--- src/hdl/slc_ram.sv ---
// Generic simple dual-port RAM with registered read.
module slc_ram #(
	parameter int WIDTH = 32,
	parameter int DEPTH = 128
) (
	input  logic                     clk,
	input  logic                     we,
	input  logic [$clog2(DEPTH)-1:0] waddr,
	input  logic [WIDTH-1:0]         wdata,
	input  logic [$clog2(DEPTH)-1:0] raddr,
	output logic [WIDTH-1:0]         rdata
);
	logic [WIDTH-1:0] mem_q [DEPTH];

	always_ff @(posedge clk) begin
		if (we) begin
			mem_q[waddr] <= wdata;
		end
		rdata <= mem_q[raddr];
	end
endmodule

--- config.mk ---
export PLATFORM = sky130hd
export DESIGN_NAME = slc_ram
export DESIGN_NICKNAME = d
export VERILOG_FILES = /design/src/hdl/slc_ram.sv
export SDC_FILE = /design/constraint.sdc
export NUM_CORES = 2
export LEC_CHECK = 0
export BUFFER_PORTS_ARGS = -buffer_cell sky130_fd_sc_hd__buf_2
export CAP_MARGIN = 20
export CORE_ASPECT_RATIO = 0.5
export CORE_MARGIN = 2
export CORE_UTILIZATION = 50
export DETAILED_ROUTE_END_ITERATION = 8
export GPL_TIMING_DRIVEN = 0
export PLACE_DENSITY = 0.65
export SETUP_SLACK_MARGIN = 0.4
export SYNTH_ARGS = -nofsm -noshare
export SYNTH_HDL_FRONTEND = slang
export SYNTH_SLANG_ARGS = --single-unit
--- constraint.sdc ---
create_clock -name clk -period 11.7 [get_ports clk]
set_input_delay 2.34 -clock clk [delete_from_list [all_inputs] [get_ports clk]]
set_output_delay 2.34 -clock clk [all_outputs]
set_load 0.01 [all_outputs]
# ---- After elaboration in Yosys (flattened, before gate mapping)
# Memories as Yosys holds them, arrays and structs flattened. A register that Yosys moved wholly into a read port is not among the register bits.
# Index checks and enable logic that the tools add are counted.
dict set report classes {
  mux 2
}
# op count
set op_table {}
lappend op_table {{$mux 1} 2}
dict set report word_totals {
  mem_bits_rw 4096
  n_memories 1
  reg_bits 0
  word_cells 3
  out_inout_bits 32
}
# memory words width read_ports rd_clocked_by_memory_dff write_ports line_no
set mem_list {}
lappend mem_list {mem_q 128 32 1 1 1 13} ;# logic [WIDTH-1:0] mem_q [DEPTH];

# ---- Longest topological paths before layout
dict set report depth {
  ltp_word 2
  depth_mapped 8
}

# ---- Worst setup path before layout
# OpenSTA, ideal clock, no wires.
dict set report synth_path {
  path_kind {in2reg}
  from {input we}
  to {memory mem_q[98][0] (enable)}
  path_buffers 1
  arrival_ns 5.118
  cell_stages 3
  required_ns 11.239
  setup_slack_ns 6.121
  setup_time_ns 0.461
  path_cell_list {clkbuf_1 -> nand4_1 -> nor3_1}
}
dict set report synth_via {
  elab_chain_len 2
}
# element line_no
set synth_lines {}
lappend synth_lines {{start, declared} 7} ;# input logic we,
lappend synth_lines {{$mux 1} 16} ;# if (we) begin
lappend synth_lines {{$mux 1 (implied by the code)} 17} ;# mem_q[waddr] <= wdata;
lappend synth_lines {{end, declared} 13}
# No other way between the ends.

==> summary.md <==
| Metric | Value |
|---|---|
| Run status | `finished clean` |
| Length of the first detailed-routing pass in iterations | `8` |
| Final number of max-transition violations | `0` |
| Maximum fanout encountered on the critical timing path | `10` |
| Net switching fraction of the power | `21.21%` |
| Setup repair after global routing missed its margin | `no` |
| Critical path endpoint category | `flop` |
| Placeable core region | `0.3117 mm2` |
| Die span in y | `~400 um` |
| Fraction of final layout cells sized beyond drive strength 1 | `34.30%` |
| Initial antenna violation count | `69` |
| Portion of the post-synthesis area used by sequential elements | `79.12%` |
| HPWL Detailed | `281900 um` |
| Number of cells produced by synthesis | `between 5000 and 6000` |
| Relative contribution of sequential cells to total power | `55.0%` |
| Via count of the first global-routing pass | `70873` |
| Crit path required time | `12.46 ns` |
| Maximum number of pins on one net before global-route repair | `97` |
| TritonCTS clock tree | `done` |
| Maximum frequency from static timing analysis | `168.3 MHz` |
| Resize count post-CTS | `0` |
| Count of boundary I/O pins | `80` |
| Proportion of netlist area held by the largest area contributor | `78.71%` |
| Hold slack final | `between 1 and 1.5 ns` |
| Max transition margin | `a little over an eighth` |
| Row count | `145` |
| Worst setup path class | `in2reg` |
| DIE WIDTH | `~800 um` |
| Internal power contribution | `23.43 mW` |
| Area overhead of the layout relative to synthesis | `14.31%` |
| Initial DRC count | `approximately 12000` |
| Hold Buf Count CTS | `0` |
| Total power per unit cell area | `166.5 mW/mm2` |
| Worst clock skew | `0.04126 ns` |
| Flop and latch count out of synthesis | `4128` |
| Congestion Overflow GR | `0` |
| Final-stage net count | `6671` |
| Dominant cell by count in the synthesized netlist | `edfxtp_1` |
| TritonCTS Sinks | `4128` |
| Type of the tightest min-delay check | `reg2reg` |
| Die area | `0.3173 mm2` |
| Clock share of power | `39.2%` |
| Worst EP arrival | `6.70 ns` |
| Buffers from clock root to sink, at most | `4` |
| Top post-synthesis cells by area | `edfxtp_1, mux4_2, clkbuf_1, dfxtp_1, nor2_1` |
| Distinct cell type count after synthesis | `17` |
| Number of enable-type register cells in the synthesized netlist | `4096` |
| Synth Net Count | `6038` |
| Max-Cap Viols | `0` |
| Count of final hold-check violations | `0` |
| Leakage dissipation | `roughly 54 nW` |
| Total clock buffers created by CTS | `between 300 and 400` |
| Net switching power of the design | `around 6.3 mW` |
| Count of buffers from port buffering | `68` |
| Critical path launch point type | `input pin` |
| Routability congestion estimate from global placement | `just over 0.9` |
| Routed Wire Length | `411000 um` |
| CTS HTree Levels | `5` |
| Via count normalized by instance count | `6.496` |
| Most frequently used flop master after synthesis | `edfxtp_1` |
| ANT nets after route | `0` |
| Post-synth top area cell | `edfxtp_1` |
| Clk pin slew, worst setup/hold paths | `0.06 ns` |
| Total routing usage reported by global routing | `between 20% and 30%` |
| Asr flop ratio synth | `0%` |
| Setup-failing EPs final | `0` |
| Initial core utilization | `50.14%` |
| Post-route DRC violation count | `0` |
| Netlist Area Pre-Place | `0.1563 mm2` |
| Mean instance size in the synthesized netlist | `26.09 um2` |
| Least-Margin Pin Slew | `1.298 ns` |
| Wirelength per Cell | `36.97 um` |
| Clock root buffer | `clkbuf_16` |
| Portion of total power attributed to combinational logic | `5.9%` |
| Crit share post-route | `about half` |
| Maximum resistive drop on vdd | `0.0001272 V` |
| Synth top cells by count | `edfxtp_1, mux4_2, clkbuf_1, nor2_1, buf_2` |
| Clock period minus worst slack | `just under 6 ns` |
| Sum Neg Setup Slack | `0 ns` |
| Insertion delay to the later sink of the worst-skew pair | `just over 0.9 ns` |
| Warnings from Yosys | `0` |
| Setup Buffers After CTS | `0` |
| Global-route wire length before repair | `561500 um` |
| Vias post-DR | `a little over 70000` |
## cells by family after synthesis
kind of cell	count (synthesis)	share of synthesized area [%]
buf+inv	316	0.8391
mux	1376	19.60
simple gates	170	0.4460
flops	4128	79.12
## layer usage
metal  part of all wire [%]  up-vias  routed length [um]  GRT usage (%)
met4                    2.8       34               11570          6.703
li1                       -    27692                   -              -
met5                  0.067        -                 275              0
met3                     15      591               62260          9.582
met2                     44     4713              179200          36.96
met1                     38    39182              157600          37.70
## critical path, stage by stage
cell and delay (ns):
clkbuf_1 0.23, buf_2 0.38, clkbuf_2 0.78, clkbuf_1 0.88, mux4_2 0.45, mux4_2 0.65
mux4_2 0.58, mux2_2 0.35
## power groups by stage
stage	clock, mW	combinational, mW	sequential, mW
after floorplan	0	0.788	16.7
after detailed placement	0	1.71	16.7
after global placement	0	1.59	16.7
final	11.6	1.75	16.3
after global routing	12.3	1.80	16.3
after CTS	11.7	1.72	16.3
## stage by stage
stage | power [mW] | util, % | std cells | worst slack [ns] | area (um2)
floorplan | 17.46 | - | 5990 | 6.121 | 156300
global placement | 18.28 | 51.93 | 10247 | 2.466 | 161900
detailed placement | 18.38 | 53.62 | 10441 | 4.926 | 167100
CTS | 29.80 | 57.26 | 11085 | 5.840 | 178500
global route | 30.44 | 57.30 | 11095 | 5.797 | 178600
finish | 29.74 | 57.32 | 11117 | 5.759 | 178600
## registers in the layout, summed over array words and instances (netlist names)
register and cells:
mem_q 4096, rdata 32
## layout by cell type, fill, tap and decap left out, drive strengths merged
cell type	n
clkbuf	652
dfxtp	32
nand2b	2
nand2	14
clkinvlp	12
mux2	32
or3	1
nor2b	7
clkinv	138
inv	2
mux4	1344
diode	25
nor2	122
bufinv	22
edfxtp	4096
nand3	12
buf	403
nor3	9
nand4	3
## area by class of cell
class | instances | area, um2
flip-flops and latches | 4128 | 123600
multi-input cells | 1546 | 32260
clock inverters | 174 | 1386
plain buffers | 316 | 1345
clock buffers | 470 | 9960
well taps | 4189 | 5241
repair buffers | 269 | 4746
fillers | 21611 | 133000
diodes | 25 | 62.56
## worst paths after layout
check,from,to,slack (ns),depth (start not counted)
worst min register to register,mem_q[79][8],rdata[8],1.16,4
worst min-delay path,mem_q[79][8],rdata[8],1.16,4
worst max-delay path,raddr[2],rdata[29],5.76,8
worst max register to register,mem_q[55][14],rdata[14],8.98,4
(Power assumes the default switching activity.)
