File: config.mk
export PLATFORM = sky130hd
export DESIGN_NAME = slc_horner
export DESIGN_NICKNAME = d
export VERILOG_FILES = /design/src/hdl/slc_pkg.sv /design/src/hdl/slc_horner.sv
export SDC_FILE = /design/constraint.sdc
export NUM_CORES = 2
export LEC_CHECK = 0
export BUFFER_PORTS_ARGS = -buffer_cell sky130_fd_sc_hd__buf_2
export CORE_UTILIZATION = 54
export CTS_CLUSTER_SIZE = 10
export DETAILED_ROUTE_END_ITERATION = 10
export GPL_ROUTABILITY_DRIVEN = 1
export PLACE_DENSITY_LB_ADDON = 0.12
export SETUP_SLACK_MARGIN = 0.05
export SYNTH_ARGS = -nofsm -noshare
export SYNTH_HDL_FRONTEND = slang
export SYNTH_SLANG_ARGS = --single-unit
File: constraint.sdc
create_clock -name clk -period 9.1 [get_ports clk]
set_input_delay 0.91 -clock clk [delete_from_list [all_inputs] [get_ports clk]]
set_output_delay 0.91 -clock clk [all_outputs]
set_load 0.05 [all_outputs]
File: src/hdl/slc_pkg.sv
// Shared types, codes and saturation helper for the spline layer classifier.
package slc_pkg;

	localparam int CoefW = 32;

	typedef enum logic [1:0] {
		OP_WR_KNOT = 2'd0,
		OP_WR_COEF = 2'd1,
		OP_WR_DENS = 2'd2,
		OP_QUERY   = 2'd3
	} opcode_t;

	typedef enum logic [0:0] {
		REG_BOUNDARY_COUNT = 1'b0,
		REG_KNOT_COUNT     = 1'b1
	} reg_index_t;

	typedef enum logic [3:0] {
		ST_IDLE,
		ST_K0,
		ST_K0W,
		ST_SCAN,
		ST_COEF,
		ST_CWAIT,
		ST_MUL,
		ST_ADD,
		ST_CMP,
		ST_DENS,
		ST_DWAIT,
		ST_DONE
	} state_t;

	typedef struct packed {
		logic load;
		logic mul;
		logic add;
	} horner_ctl_t;

	function automatic logic signed [CoefW-1:0] sat32(input logic signed [63:0] v);
		logic signed [63:0] hi;
		logic signed [63:0] lo;
		hi = 64'sh0000_0000_7FFF_FFFF;
		lo = -64'sh0000_0000_8000_0000;
		if (v > hi) begin
			return 32'sh7FFF_FFFF;
		end else if (v < lo) begin
			return 32'sh8000_0000;
		end
		return CoefW'(v);
	endfunction

endpackage

File: src/hdl/slc_horner.sv
// Horner multiply-add unit: one registered product, then floor shift, add and saturate.
module slc_horner (
	input  logic                         clk,
	input  slc_pkg::horner_ctl_t         ctl,
	input  logic signed [31:0]           a_in,
	input  logic signed [31:0]           t_in,
	input  logic [95:0]                  coefs,
	output logic signed [31:0]           v
);
	import slc_pkg::*;

	logic signed [31:0] v_q;
	logic signed [31:0] t_q;
	logic [95:0]        cf_q;
	logic signed [63:0] prod_s1;
	logic signed [63:0] sum;

	assign sum = (prod_s1 >>> 16) + 64'($signed(cf_q[95:64]));
	assign v   = v_q;

	always_ff @(posedge clk) begin
		if (ctl.load) begin
			v_q  <= a_in;
			t_q  <= t_in;
			cf_q <= coefs;
		end else if (ctl.add) begin
			v_q  <= sat32(sum);
			cf_q <= {cf_q[63:0], 32'd0};
		end
		if (ctl.mul) begin
			prod_s1 <= 64'(v_q) * 64'(t_q);
		end
	end
endmodule

# Word level (Yosys, flattened, before mapping)
# Index checks and enable logic that the tools add are counted.
[word_totals]
reg_bits = 224
inputBits = 164
output_inout_bits = 32
elab_cells = 20
[classes]
addsub = 1
multipliers = 1
magnitude_cmp = 2
muxes = 11
n_reduce_logical = 1
[op_table]
columns = ["operator", "n"]
rows = [
  ["$mux W96", 2],
  ["$mux W32", 5],
  ["$mul A32 B32 Y64", 1],
  ["$add A48 B32 Y49", 1],
  ["$gt A49 B32 Y1 const B", 1],
  ["$lt A49 B32 Y1 const B", 1],
  ["$mux W1", 4],
  ["$reduce_bool A2 Y1", 1],
]

# Longest topological paths before layout
[depth]
ltp_word = 9
mapped_depth = 29
mapped_depth_nobuf = 27

# Least setup slack after synthesis
# OpenSTA, ideal clock, no wires.
[synth_timing]
kind = "register -> register"
startpoint = "register v_q[31] (netlist: v[31])"
endpoint = "register prod_s1[62] (data pin)"
setup_ns = 0.258
t_arrival_ns = 7.807
required_ns = 8.842
slack_ns = 1.035
stages_incl_launch_ff = 29
n_path_buf = 2
synth_period_minus_slack_ns = 8.065
cell_sequence = "edfxtp_1 > clkbuf_1 > nand2_1 > inv_1 > fa_1 > inv_1 > fa_1 > inv_1 > fa_1 > fa_1 > inv_1 > fa_1 > inv_1 > fa_1 > inv_1 > fa_1 > inv_1 > fa_1 > ha_1 > clkbuf_1 > a21oi_1 > o21ai_0 > a21oi_1 > nand2_1 > a21o_1 > a21o_1 > a21o_1 > a21o_1 > xor2_1"
[synth_via]
elab_chain_cells = 1
[synth_lines]
columns = ["item", "line", "text"]
rows = [
  ["start: declaration", "slc_horner.sv:12", "logic signed [31:0] v_q;"],
  ["start signal: assignment", "slc_horner.sv:23", "v_q <= a_in;"],
  ["start signal: assignment", "slc_horner.sv:27", "v_q <= sat32(sum);"],
  ["$mul A32 B32 Y64", "slc_horner.sv:31", "prod_s1 <= 64'(v_q) * 64'(t_q);"],
  ["end signal: assignment", "slc_horner.sv:31", ""],
  ["end: declaration", "slc_horner.sv:15", "logic signed [63:0] prod_s1;"],
]
# Every way passes these cells.
# A chain may end at the register's enable or synchronous reset.

# Worst setup path in the final report
[layout_timing]
startpoint = "register v_q[10] (netlist: v[10])"
endpoint = "register prod_s1[39] (data pin)"
# Same word-level chain as after synthesis.

==> results.yml <==
run_status:
  outcome: "finished clean"
placed_design:
  dp_hpwl_um: 101000
  portBuffers: 195
  placed_cells_incl_taps: 5915
  pre_cts_ws_ns: 0.468
  place_congestion: 0.918
cells_and_area:
  n_fill_cell: 7595
  final_nets: 6283
  syn_to_final_growth_pct: 6.88
  drive_gt1_share_pct: 9.37
  post-route-util_pct: 58.5
  instances_no_fill: 5970
worst_setup_path:
  crit_type: "register to register"
  worst_path_max_delay_cell: "edfxtp_1"
  end_kind: "register"
  worstPathArrival_ns: 8.97
  r2r-end: "prod_s1[39]"
  worstSetupEndpoint: "prod_s1[39]"
  startpoint_type: "register"
  critPathMaxStageDelay_ns: 0.77
  timing.rr.start: "v[10]"
  ff2ff_setup_slack_ns: 0.42
  startpoint: "v[10]"
  worst_ep_required_time_ns: 9.38
  crit_fanout: 11
  reg2regPathDepth: 25
  crit_top_cell: "fa_1"
synthesis:
  synth_area_um2: 46800
  synth_ff_type: "edfxtp_1"
  synth_area_leaders: "fa_1 (46%), edfxtp_1 (13%), inv_1 (7.8%), and2_1 (7.2%), ha_1 (6.1%)"
  yosys.area_share.simple_pct: 15.4
  ys_seq_area_share_pct: 13.3
  synth_edf_count: 208
  synth_xor_area_share_pct: 1.66
  avgSynthCellArea_um2: 9.92
  synth_top_area_share_pct: 46.2
  yosysWarningCount: 0
  synth-adder-area-share_pct: 52.3
  synth_fp_nets: 6197
  syn_inst: 4723
  synth_top_family_by_area: "adder cells"
  synth-seq-cells: 208
  yosys.area.top_type: "fa_1"
  synth-compound-area-share_pct: 5.68
  synth_cell_types: 77
  async_flop_share_pct: 0
  yosys-mux-area-fraction_pct: 1.69
sta:
  period_needed_ns: 8.68
  finalSetupViolCount: 0
  fmax_ghz: 0.115
  slew_headroom_pct: 18.4
  hold_viol: 0
  final.setup.worst_slack_ns: 0.418
  tightest_slew_ns: 1.22
  drv_slew: 0
  rsz0062_at_grt: "false"
  post-route-period-util_pct: 95.4
  worst_clock_skew_ns: 0.0655
  finalSetupTns_ns: 0
floorplan:
  die_width_um: 297
  core_area_um2: 85500
  design.die.area_um2: 87900
  rows: 107
  initial_core_util_pct: 54.8
  die_h_um: 297
  io_pins: 196
cts:
  postCtsSetupBuffers: 0
  cts_resized: 0
  insertion_delay_ns: 0.62
  hold_buffers: 0
  clkTransAtPathRegs_ns: 0.06
  cts_buffers: 28
  cts_max_level: 1
  root_buffer: "clkbuf_16"
  cts_sinks: 208
  cts.path.max_buffers: 3
  cts_tree: "built"
min_path:
  min_path_type: "input port to register"
detailed_routing:
  antenna_left: 0
  post-route-drc-count: 0
  drt-pass1-iter-count: 5
  avgViaCountPerCell: 5.46
  drt-total-wl_um: 125000
  vias: 32600
  avgRoutedWirePerCell_um: 20.9
  initialDrtViolationCount: 1902
job:
  drv_cap: 0
global_routing:
  antenna_found_initial: 3
  grt_pass1_vias: 35500
  grt_start_max_net_pins: 71
  grt_pass1_wl_um: 200000
  grt_usage_pct: 29.9
  grt_overflow: 0
[layout by cell type (no fill, tap or decap), types with 9 or more instances in the layout]
cell type | netlist | final
a211oi_1 | 12 | 12
a21o_1 | 38 | 38
a21oi_1 | 108 | 108
a31oi_1 | 9 | 9
and2_1 | 538 | 538
buf_2 | 3 | 194
buf_4 | 1 | 91
clkbuf_16 | 0 | 28
edfxtp_1 | 208 | 208
fa_1 | 1082 | 1082
ha_1 | 228 | 228
inv_1 | 974 | 974
mux2_2 | 66 | 66
nand2_1 | 639 | 639
nand2b_1 | 46 | 46
nand3_1 | 27 | 27
nand4_1 | 28 | 28
nor2_1 | 96 | 96
nor2b_1 | 10 | 10
nor3_1 | 23 | 23
o211ai_1 | 15 | 15
o21a_1 | 19 | 19
o21ai_0 | 52 | 52
o21ai_1 | 17 | 16
o22ai_2 | 30 | 30
or3_1 | 10 | 10
xnor2_1 | 57 | 57
xor2_1 | 32 | 32
[logic make-up (layout without fill, tap and decap cells)]
logic type / count (synthesis) / count (layout)
muxes: 71 / 71
adders and majority gates: 1310 / 1310
other: 0 / 3
AOI/OAI and AO/OA: 377 / 377
buffers and inverters: 1216 / 1316
xor gates and xnor gates: 89 / 89
DFF: 208 / 208
and+or+nand+nor: 1452 / 1452
[metrics by stage]
step                hold WS [ns]  area [um^2]
floorplan                  0.525        46800
detailed placement         0.533        49100
finish                     0.465        50100
CTS                        0.422        49900
global route               0.431        50100
global placement           0.528        49100
[worst min path at each step]
stage                          end  slack [ns]  cells after the start     start
after global routing        t_q[0]        0.43                      1   t_in[0]
final                       t_q[0]        0.46                      1   t_in[0]
after detailed placement  cf_q[55]        0.53                      1  cf_q[23]
after floorplan           cf_q[32]        0.52                      1   cf_q[0]
after CTS                   t_q[0]        0.42                      1   t_in[0]
after global placement    cf_q[94]        0.53                      1  cf_q[62]
[critical path: cells and delay by family, from the launching register on]
| family | cells | cell delay (ns) |
|---|---|---|
| fa+ha+maj | 9 | 4.21 |
| compound gates | 7 | 1.85 |
| flops | 1 | 0.77 |
| simple gates | 3 | 0.76 |
| buf+inv | 5 | 0.56 |
| xor+xnor | 1 | 0.18 |
[routing by layer]
| layer | vias to the layer above | wire [um] | track usage [%] |
|---|---|---|---|
| met2 | 980 | 61800 | 50.3 |
| li1 | 14400 | - | - |
| met3 | 183 | 8270 | 4.42 |
| met5 | - | 0 | 0 |
| met4 | 0 | 3740 | 8.21 |
| met1 | 17000 | 50900 | 40.6 |
[registers in the layout, indices dropped and copies added (netlist names)]
name     flops
cf_q        96
prod_s1     48
t_q         32
v           32
[final cells by class]
class | instances | area, um^2 | area share (%)
clock buffer | 35 | 727 | 1.45
clock inverter | 9 | 131 | 0.262
antenna | 3 | 7.51 | 0.0150
tap | 1144 | 1430 | 2.86
multi-input combinational | 3299 | 36000 | 71.9
inverter | 974 | 3660 | 7.30
timing repair buffer | 298 | 1870 | 3.74
sequential | 208 | 6250 | 12.5
[cell usage after synthesis (6+ instances only)]
cell,instances
nand4_1,28
nor3_1,23
a21oi_1,108
a211o_1,6
inv_1,974
buf_6,6
and2_1,538
a211oi_1,12
o21ai_0,52
o21a_1,19
clkbuf_1,232
o211ai_1,15
mux2_2,66
fa_1,1082
nand3_1,27
a2111oi_0,6
o22ai_2,30
or3_1,10
xnor2_1,57
nor4_1,8
a21o_1,38
a21boi_0,6
xor2_1,32
nor2_1,96
o21bai_1,8
and3_1,7
a31oi_1,9
o21ai_1,17
nand2_1,639
nor2b_1,10
ha_1,228
edfxtp_1,208
nand2b_1,46
Power is not shown: default switching activity piles up to over one toggle a cycle in this logic, so the estimate is an artifact.
